<file path="config.mk">
export PLATFORM = sky130hd
export DESIGN_NAME = debug_packet_deframer_unit
export DESIGN_NICKNAME = d
export VERILOG_FILES = /design/src/rtl/dpd_pkg.sv /design/src/rtl/dpd_parser.sv /design/src/rtl/debug_packet_deframer_unit.sv
export SDC_FILE = /design/constraint.sdc
export NUM_CORES = 1
export LEC_CHECK = 0
export ABC_AREA = 1
export BUFFER_PORTS_ARGS = -buffer_cell sky130_fd_sc_hd__buf_4
export CAP_MARGIN = 10
export CORE_UTILIZATION = 45
export CTS_BUF_LIST = sky130_fd_sc_hd__clkbuf_8
export DETAILED_ROUTE_END_ITERATION = 7
export SETUP_SLACK_MARGIN = 0.3
export SYNTH_ARGS = -nofsm -noshare
export SYNTH_HDL_FRONTEND = slang
export SYNTH_SLANG_ARGS = --single-unit
</file>
<file path="constraint.sdc">
create_clock -name clk -period 5.3 [get_ports clk]
set_input_delay 0.53 -clock clk [delete_from_list [all_inputs] [get_ports clk]]
set_output_delay 0.53 -clock clk [all_outputs]
set_load 0.05 [all_outputs]
</file>
<file path="src/rtl/dpd_pkg.sv">
`default_nettype none
// ----------------------------------------------------------------------------
// dpd_pkg
// Types and constants shared by the debug packet deframer modules.
// ----------------------------------------------------------------------------
package dpd_pkg;

  localparam logic [7:0] MARK_START   = 8'hAA;
  localparam logic [7:0] MARK_HDR_END = 8'hBB;
  localparam logic [7:0] MARK_TRAILER = 8'hCC;

  localparam logic [23:0] MAX_PAYLOAD_RESET = 24'd4096;

  typedef enum logic [2:0] {
    PH_HUNT,
    PH_TYPE,
    PH_LEN_HI,
    PH_LEN_MID,
    PH_LEN_LO,
    PH_HDR_END,
    PH_PAYLOAD,
    PH_TRAILER
  } phase_t;

  typedef enum logic [2:0] {
    ST_HDR_OK,
    ST_STORED,
    ST_DROPPED,
    ST_DONE,
    ST_BAD_START,
    ST_BAD_HDR_END,
    ST_BAD_TRAILER
  } status_t;

  typedef struct packed {
    status_t     status;
    logic [7:0]  packet_type;
    logic [23:0] packet_length;
    logic [7:0]  data_byte;
    logic [23:0] data_index;
    logic        last;
  } result_t;

endpackage : dpd_pkg
`default_nettype wire

</file>
<file path="src/rtl/dpd_parser.sv">
`default_nettype none
// ----------------------------------------------------------------------------
// dpd_parser
// Packet state machine: consumes one byte per step and forms its status.
// ----------------------------------------------------------------------------
module dpd_parser import dpd_pkg::*; (
  input  wire logic        clk,
  input  wire logic        rst_n,
  input  wire logic        step,
  input  wire logic [7:0]  rx_byte,
  input  wire logic [23:0] max_payload,
  output result_t          result
);

  phase_t      phase_r,  phase_nxt;
  logic [7:0]  type_r,   type_nxt;
  logic [23:0] length_r, length_nxt;
  logic [23:0] count_r,  count_nxt;
  logic [23:0] count_inc;

  assign count_inc = count_r + 24'd1;

  // next state
  always_comb begin
    phase_nxt  = phase_r;
    type_nxt   = type_r;
    length_nxt = length_r;
    count_nxt  = count_r;
    unique case (phase_r)
      PH_HUNT: begin
        if (rx_byte == MARK_START) begin
          type_nxt   = '0;
          length_nxt = '0;
          count_nxt  = '0;
          phase_nxt  = PH_TYPE;
        end
      end
      PH_TYPE: begin
        type_nxt  = rx_byte;
        phase_nxt = PH_LEN_HI;
      end
      PH_LEN_HI: begin
        length_nxt = {length_r[15:0], rx_byte};
        phase_nxt  = PH_LEN_MID;
      end
      PH_LEN_MID: begin
        length_nxt = {length_r[15:0], rx_byte};
        phase_nxt  = PH_LEN_LO;
      end
      PH_LEN_LO: begin
        length_nxt = {length_r[15:0], rx_byte};
        phase_nxt  = PH_HDR_END;
      end
      PH_HDR_END: begin
        if (rx_byte == MARK_HDR_END) begin
          count_nxt = '0;
          phase_nxt = (length_r == '0) ? PH_TRAILER : PH_PAYLOAD;
        end else begin
          phase_nxt = PH_HUNT;
        end
      end
      PH_PAYLOAD: begin
        count_nxt = count_inc;
        if (count_inc >= length_r) phase_nxt = PH_TRAILER;
      end
      PH_TRAILER: begin
        phase_nxt = PH_HUNT;
      end
      default: phase_nxt = PH_HUNT;
    endcase
  end

  // result for the current byte
  always_comb begin
    result               = '0;
    result.status        = ST_HDR_OK;
    result.packet_type   = type_nxt;
    result.packet_length = length_nxt;
    unique case (phase_r)
      PH_HUNT: begin
        result.packet_type   = '0;
        result.packet_length = '0;
        if (rx_byte != MARK_START) begin
          result.status = ST_BAD_START;
          result.last   = 1'b1;
        end
      end
      PH_HDR_END: begin
        if (rx_byte != MARK_HDR_END) begin
          result.status = ST_BAD_HDR_END;
          result.last   = 1'b1;
        end
      end
      PH_PAYLOAD: begin
        result.data_byte  = rx_byte;
        result.data_index = count_r;
        result.status     = (count_r < max_payload) ? ST_STORED : ST_DROPPED;
      end
      PH_TRAILER: begin
        result.status = (rx_byte == MARK_TRAILER) ? ST_DONE : ST_BAD_TRAILER;
        result.last   = 1'b1;
      end
      default: result.status = ST_HDR_OK;
    endcase
  end

  always_ff @(posedge clk) begin
    if (!rst_n) begin
      phase_r  <= PH_HUNT;
      type_r   <= '0;
      length_r <= '0;
      count_r  <= '0;
    end else if (step) begin
      phase_r  <= phase_nxt;
      type_r   <= type_nxt;
      length_r <= length_nxt;
      count_r  <= count_nxt;
    end
  end

endmodule : dpd_parser
`default_nettype wire

</file>
<file path="src/rtl/debug_packet_deframer_unit.sv">
`default_nettype none
// data path: an accepted byte is held in the input register, then stepped
// through the parser into the result register, where its status waits to be taken
// throughput: one byte per cycle while the output is free for the parser step
// the input register, if empty, can still take a byte while a status waits to be taken
// reset: synchronous active-low rst_n clears both stages and returns the
// parser to hunting for the start marker; max_payload resets to 4096
// ----------------------------------------------------------------------------
// debug_packet_deframer_unit
// Parses a serial byte stream into debug packets, one status beat per byte.
// ----------------------------------------------------------------------------
module debug_packet_deframer_unit import dpd_pkg::*; (
  input  wire logic        clk,
  input  wire logic        rst_n,
  input  wire logic        cfg_we,
  input  wire logic [23:0] cfg_wdata,      // max_payload
  input  wire logic        in_tvalid,
  output logic             in_tready,
  input  wire logic [7:0]  in_tdata,       // rx_byte
  output logic             out_tvalid,
  input  wire logic        out_tready,
  // status[2:0], packet_type[10:3], packet_length[34:11],
  // data_byte[42:35], data_index[66:43], zero pad[71:67]
  output logic [71:0]      out_tdata,
  output logic             out_tlast
);

  logic [23:0] max_payload_val_r;
  logic        s1_valid_r;
  logic [7:0]  s1_byte_r;
  logic        out_valid_r;
  result_t     out_res_r;
  result_t     res;
  logic        out_free;
  logic        step;

  assign out_free  = !out_valid_r || out_tready;
  assign step      = s1_valid_r && out_free;
  assign in_tready = !s1_valid_r || out_free;

  // capacity register
  always_ff @(posedge clk) begin
    if (!rst_n) begin
      max_payload_val_r <= MAX_PAYLOAD_RESET;
    end else if (cfg_we) begin
      max_payload_val_r <= cfg_wdata;
    end
  end

  // input register
  always_ff @(posedge clk) begin
    if (!rst_n) begin
      s1_valid_r <= 1'b0;
    end else if (in_tvalid && in_tready) begin
      s1_valid_r <= 1'b1;
    end else if (step) begin
      s1_valid_r <= 1'b0;
    end
  end

  always_ff @(posedge clk) begin
    if (in_tvalid && in_tready) s1_byte_r <= in_tdata;
  end

  dpd_parser u_parser (
    .clk         (clk),
    .rst_n       (rst_n),
    .step        (step),
    .rx_byte     (s1_byte_r),
    .max_payload (max_payload_val_r),
    .result      (res)
  );

  // result register
  always_ff @(posedge clk) begin
    if (!rst_n) begin
      out_valid_r <= 1'b0;
    end else if (out_free) begin
      out_valid_r <= s1_valid_r;
    end
  end

  always_ff @(posedge clk) begin
    if (step) out_res_r <= res;
  end

  assign out_tvalid = out_valid_r;
  assign out_tlast  = out_res_r.last;
  assign out_tdata  = {5'd0, out_res_r.data_index, out_res_r.data_byte,
                       out_res_r.packet_length, out_res_r.packet_type,
                       out_res_r.status};

  a_last_matches_status: assert property (@(posedge clk) disable iff (!rst_n)
    out_tvalid |-> (out_tlast == (out_res_r.status == ST_DONE ||
                                  out_res_r.status == ST_BAD_START ||
                                  out_res_r.status == ST_BAD_HDR_END ||
                                  out_res_r.status == ST_BAD_TRAILER)))
    else $error("tlast disagrees with status");

  a_hunt_zero_header: assert property (@(posedge clk) disable iff (!rst_n)
    (out_tvalid && out_res_r.status == ST_BAD_START) |->
      (out_res_r.packet_type == '0 && out_res_r.packet_length == '0))
    else $error("bad start carries header fields");

  a_data_only_payload: assert property (@(posedge clk) disable iff (!rst_n)
    (out_tvalid && out_res_r.status != ST_STORED && out_res_r.status != ST_DROPPED)
      |-> (out_res_r.data_byte == '0 && out_res_r.data_index == '0))
    else $error("data fields set outside payload");

  a_stage_advances: assert property (@(posedge clk) disable iff (!rst_n)
    (s1_valid_r && out_free) |=> out_valid_r)
    else $error("stepped byte produced no status");

endmodule : debug_packet_deframer_unit
`default_nettype wire
</file>
==> metrics.yaml <==
status: "completed"
rsz0062_at_grt: "no"
ys_dominant_reg_cell: "dfxtp_1"
maxCapViolations: 0
multi_input_logic_area_mm2: 0.003222
place_area_mm2: 0.009035
yosysWarningCount: 0
worst-endpoint-required_ns: 5.66
timing.critical_path.fanout_max: 6
regArea_mm2: 0.003984
setup_viol_count_final: 0
clkSinkCount: 161
drc_errors: 0
postSynthAreaPerCell_um2: 8.235
globalRoute.totalOverflow: 0
postCtsResizedCells: 0
finished_cell_area_mm2: 0.009499
tightest_slew_ns: 1.037
drive_gt1_frac: 0.1476
cp-start-kind: "flip-flop"
clock_latency_ns: 0.46
netlist.top_cell.by_area: "edfxtp_1"
yosysTopAreaCellShare: 0.2814
routed_wire_length_per_instance_um: 13.82
cts_htree_levels: 4
design.core.area_mm2: 0.01748
ctsRootBufferMaster: "clkbuf_8"
finalWeightedCongestion: 0.8283
cts_hold_buffers: 0
first_global_vias: 5884
floorplan.initialDensity: 0.4641
syn_inst: 985
cts_buffers: 17
ant_nets: 0
dieArea_mm2: 0.01857
vias_per_cell: 4.872
fin_crit_sh: 0.5737
fill_cells: 1669
timing.critical_path.arrival_ns: 3.40
worstReg2RegStart: "u_parser.count_r[1]$_SDFFE_PN0P_"
post-synth-top-count-cell: "inv_1"
drtIter0Drc: 352
synth_commonest_cells: "189 x inv_1, 156 x nand2_1, 130 x a21oi_1"
clockBufferDepth: 2
report.final.slew_viol_count: 0
critPathKind: "flip-flop to flip-flop"
total_grt_usage: 0.2043
tritoncts: "done"
chipHeight_um: 136.3
synthToLayoutAreaGrowth_pct: 17.11
grt_max_degree: 69
timing.slew.headroom: 0.3089
fin_nets: 1163
finalHoldViolations: 0
finClkSkew_ns: 0.007507
power_density_of_the_placed_cells_mw_per_mm2: 289.8
clock.fmax_mhz: 328.9
synth.top_cells.by_area: "edfxtp_1 28%, dfxtp_1 21%, inv_1 8.7%, a21oi_1 8.0%, ha_1 7.4%"
crit_start: "u_parser.count_r[1]$_SDFFE_PN0P_"
worstHoldPathType: "primary input to flip-flop"
timing.final.crit_period_ns: 3.040
synth_enable_flop_cells: 76
core.rowCount: 48
postCtsSetupRepairBufs: 0
placement.io_buffers: 106
synth_seq_cells: 161
totalWireLength_mm: 18.19
n_antenna_cell: 0
dp_hpwl_mm: 12.99
grt_pass1_wl_mm: 29.10
path_clk_slew_ns: 0.09
power.leakage_nw: 4.439
ys_seq_area_frac: 0.4911
critPathCaptureType: "flip-flop"
drt_pre_antenna_iters: 5
asyncSetResetFlopFracSynth: 0
grt_antenna_before_repair: 0
num_ports: 112
worst_hold_startpoint: "in_tdata[6]"
fin_tns_setup_ns: 0
peakVddDrop_v: 0.0001446
floorplan.die.width_um: 136.3
yosys.cell_types.count: 35
netlist_area_mm2: 0.008112
detailroute.via_count: 6411
==> kinds of logic after synthesis <==
kind of cell,share of synthesized area
AO/OA/AOI/OAI,0.1313
XOR/XNOR,0.02375
adder cells (fa/ha/maj),0.07404
buffers and inverters,0.1135
flip-flops,0.4911
other,0.0004623
AND/OR/NAND/NOR,0.1658
==> power by group <==
part / switching (mW) / internal (mW)
logic: 0.226 / 0.0991
registers: 0.0200 / 1.35
clock network: 0.485 / 0.567
total: 0.732 / 2.02
==> worst max-delay path, cell delays in order (launching register included) <==
cell and delay (ns):
dfxtp_1 0.43, ha_1 0.22, nand3_1 0.12, nor2_1 0.27
nor2b_1 0.41, nand4_1 0.18, xor2_1 0.20, ha_1 0.29
nand2_1 0.06, nor4_1 0.27, nand2_1 0.08, nand2_1 0.21
nand3_1 0.10, nand2_1 0.07, nor2_1 0.04
==> final timing paths <==
kind / endpoint / slack (ns) / cells past startpoint
max: u_parser.phase_r[0]$_SDFFE_PN0P_ / 2.26 / 14
min reg2reg: max_payload_val_r[23]$_SDFFE_PN0P_ / 0.47 / 2
max reg2reg: u_parser.phase_r[0]$_SDFFE_PN0P_ / 2.26 / 14
min: s1_byte_r[6]$_DFFE_PP_ / 0.24 / 1
==> area by class of cell <==
type | count | area share
tap | 225 | 0.02964
clock buffer | 17 | 0.02463
clock inverter | 15 | 0.02424
timing repair buffer | 109 | 0.08614
inverter | 194 | 0.07679
sequential | 161 | 0.4194
multi-input combinational | 595 | 0.3392
==> per-stage QoR <==
stage	power (mW)	hold WS, ns	instances	utilization	setup WS (ns)
finish	2.753	0.2401	1316	0.5435	2.260
global route	2.864	0.2027	1316	0.5435	1.857
CTS	2.780	0.2103	1316	0.5435	2.315
detailed placement	1.730	0.4580	1284	0.5170	2.342
global placement	1.727	0.4554	1284	0.5170	2.392
floorplan	1.636	0.4355	989	-	1.866
==> sequential cells by signal, summed over array words and instances (netlist names) <==
name	cells
max_payload_val_r	24
out_tdata	67
out_tlast	1
out_tvalid	1
s1_byte_r	8
s1_valid_r	1
u_parser.count_r	24
u_parser.length_r	24
u_parser.phase_r	3
u_parser.type_r	8
==> cell usage in the layout, fill, tap and decap left out <==
cell type / instances
nand3_1: 15
o211ai_1: 13
xor2_1: 22
clkbuf_8: 17
or2_1: 7
nand3_4: 1
nor2_1: 97
o21ai_1: 6
dfxtp_1: 85
inv_2: 4
nor2_4: 2
a21oi_4: 1
or2_2: 2
conb_1: 5
nand3_2: 2
clkinvlp_4: 3
nor4_1: 4
edfxtp_1: 76
clkinv_1: 1
nor3_1: 12
nand2_2: 5
o21bai_1: 1
inv_6: 5
nand2_1: 156
bufinv_16: 5
and3_1: 1
nor2_2: 2
a21oi_1: 130
inv_1: 188
nand4_1: 10
ha_1: 48
clkinv_4: 1
clkinv_2: 2
nor2b_1: 1
o21ai_0: 51
buf_4: 109
a211oi_1: 1
==> layer usage <==
metal / wire length, um / global-route usage
met1: 8560 / 0.2658
met2: 8639 / 0.3367
met3: 786 / 0.04735
met4: 206 / 0.05926
met5: 0 / 0
Power figures use the tool's default switching activity.
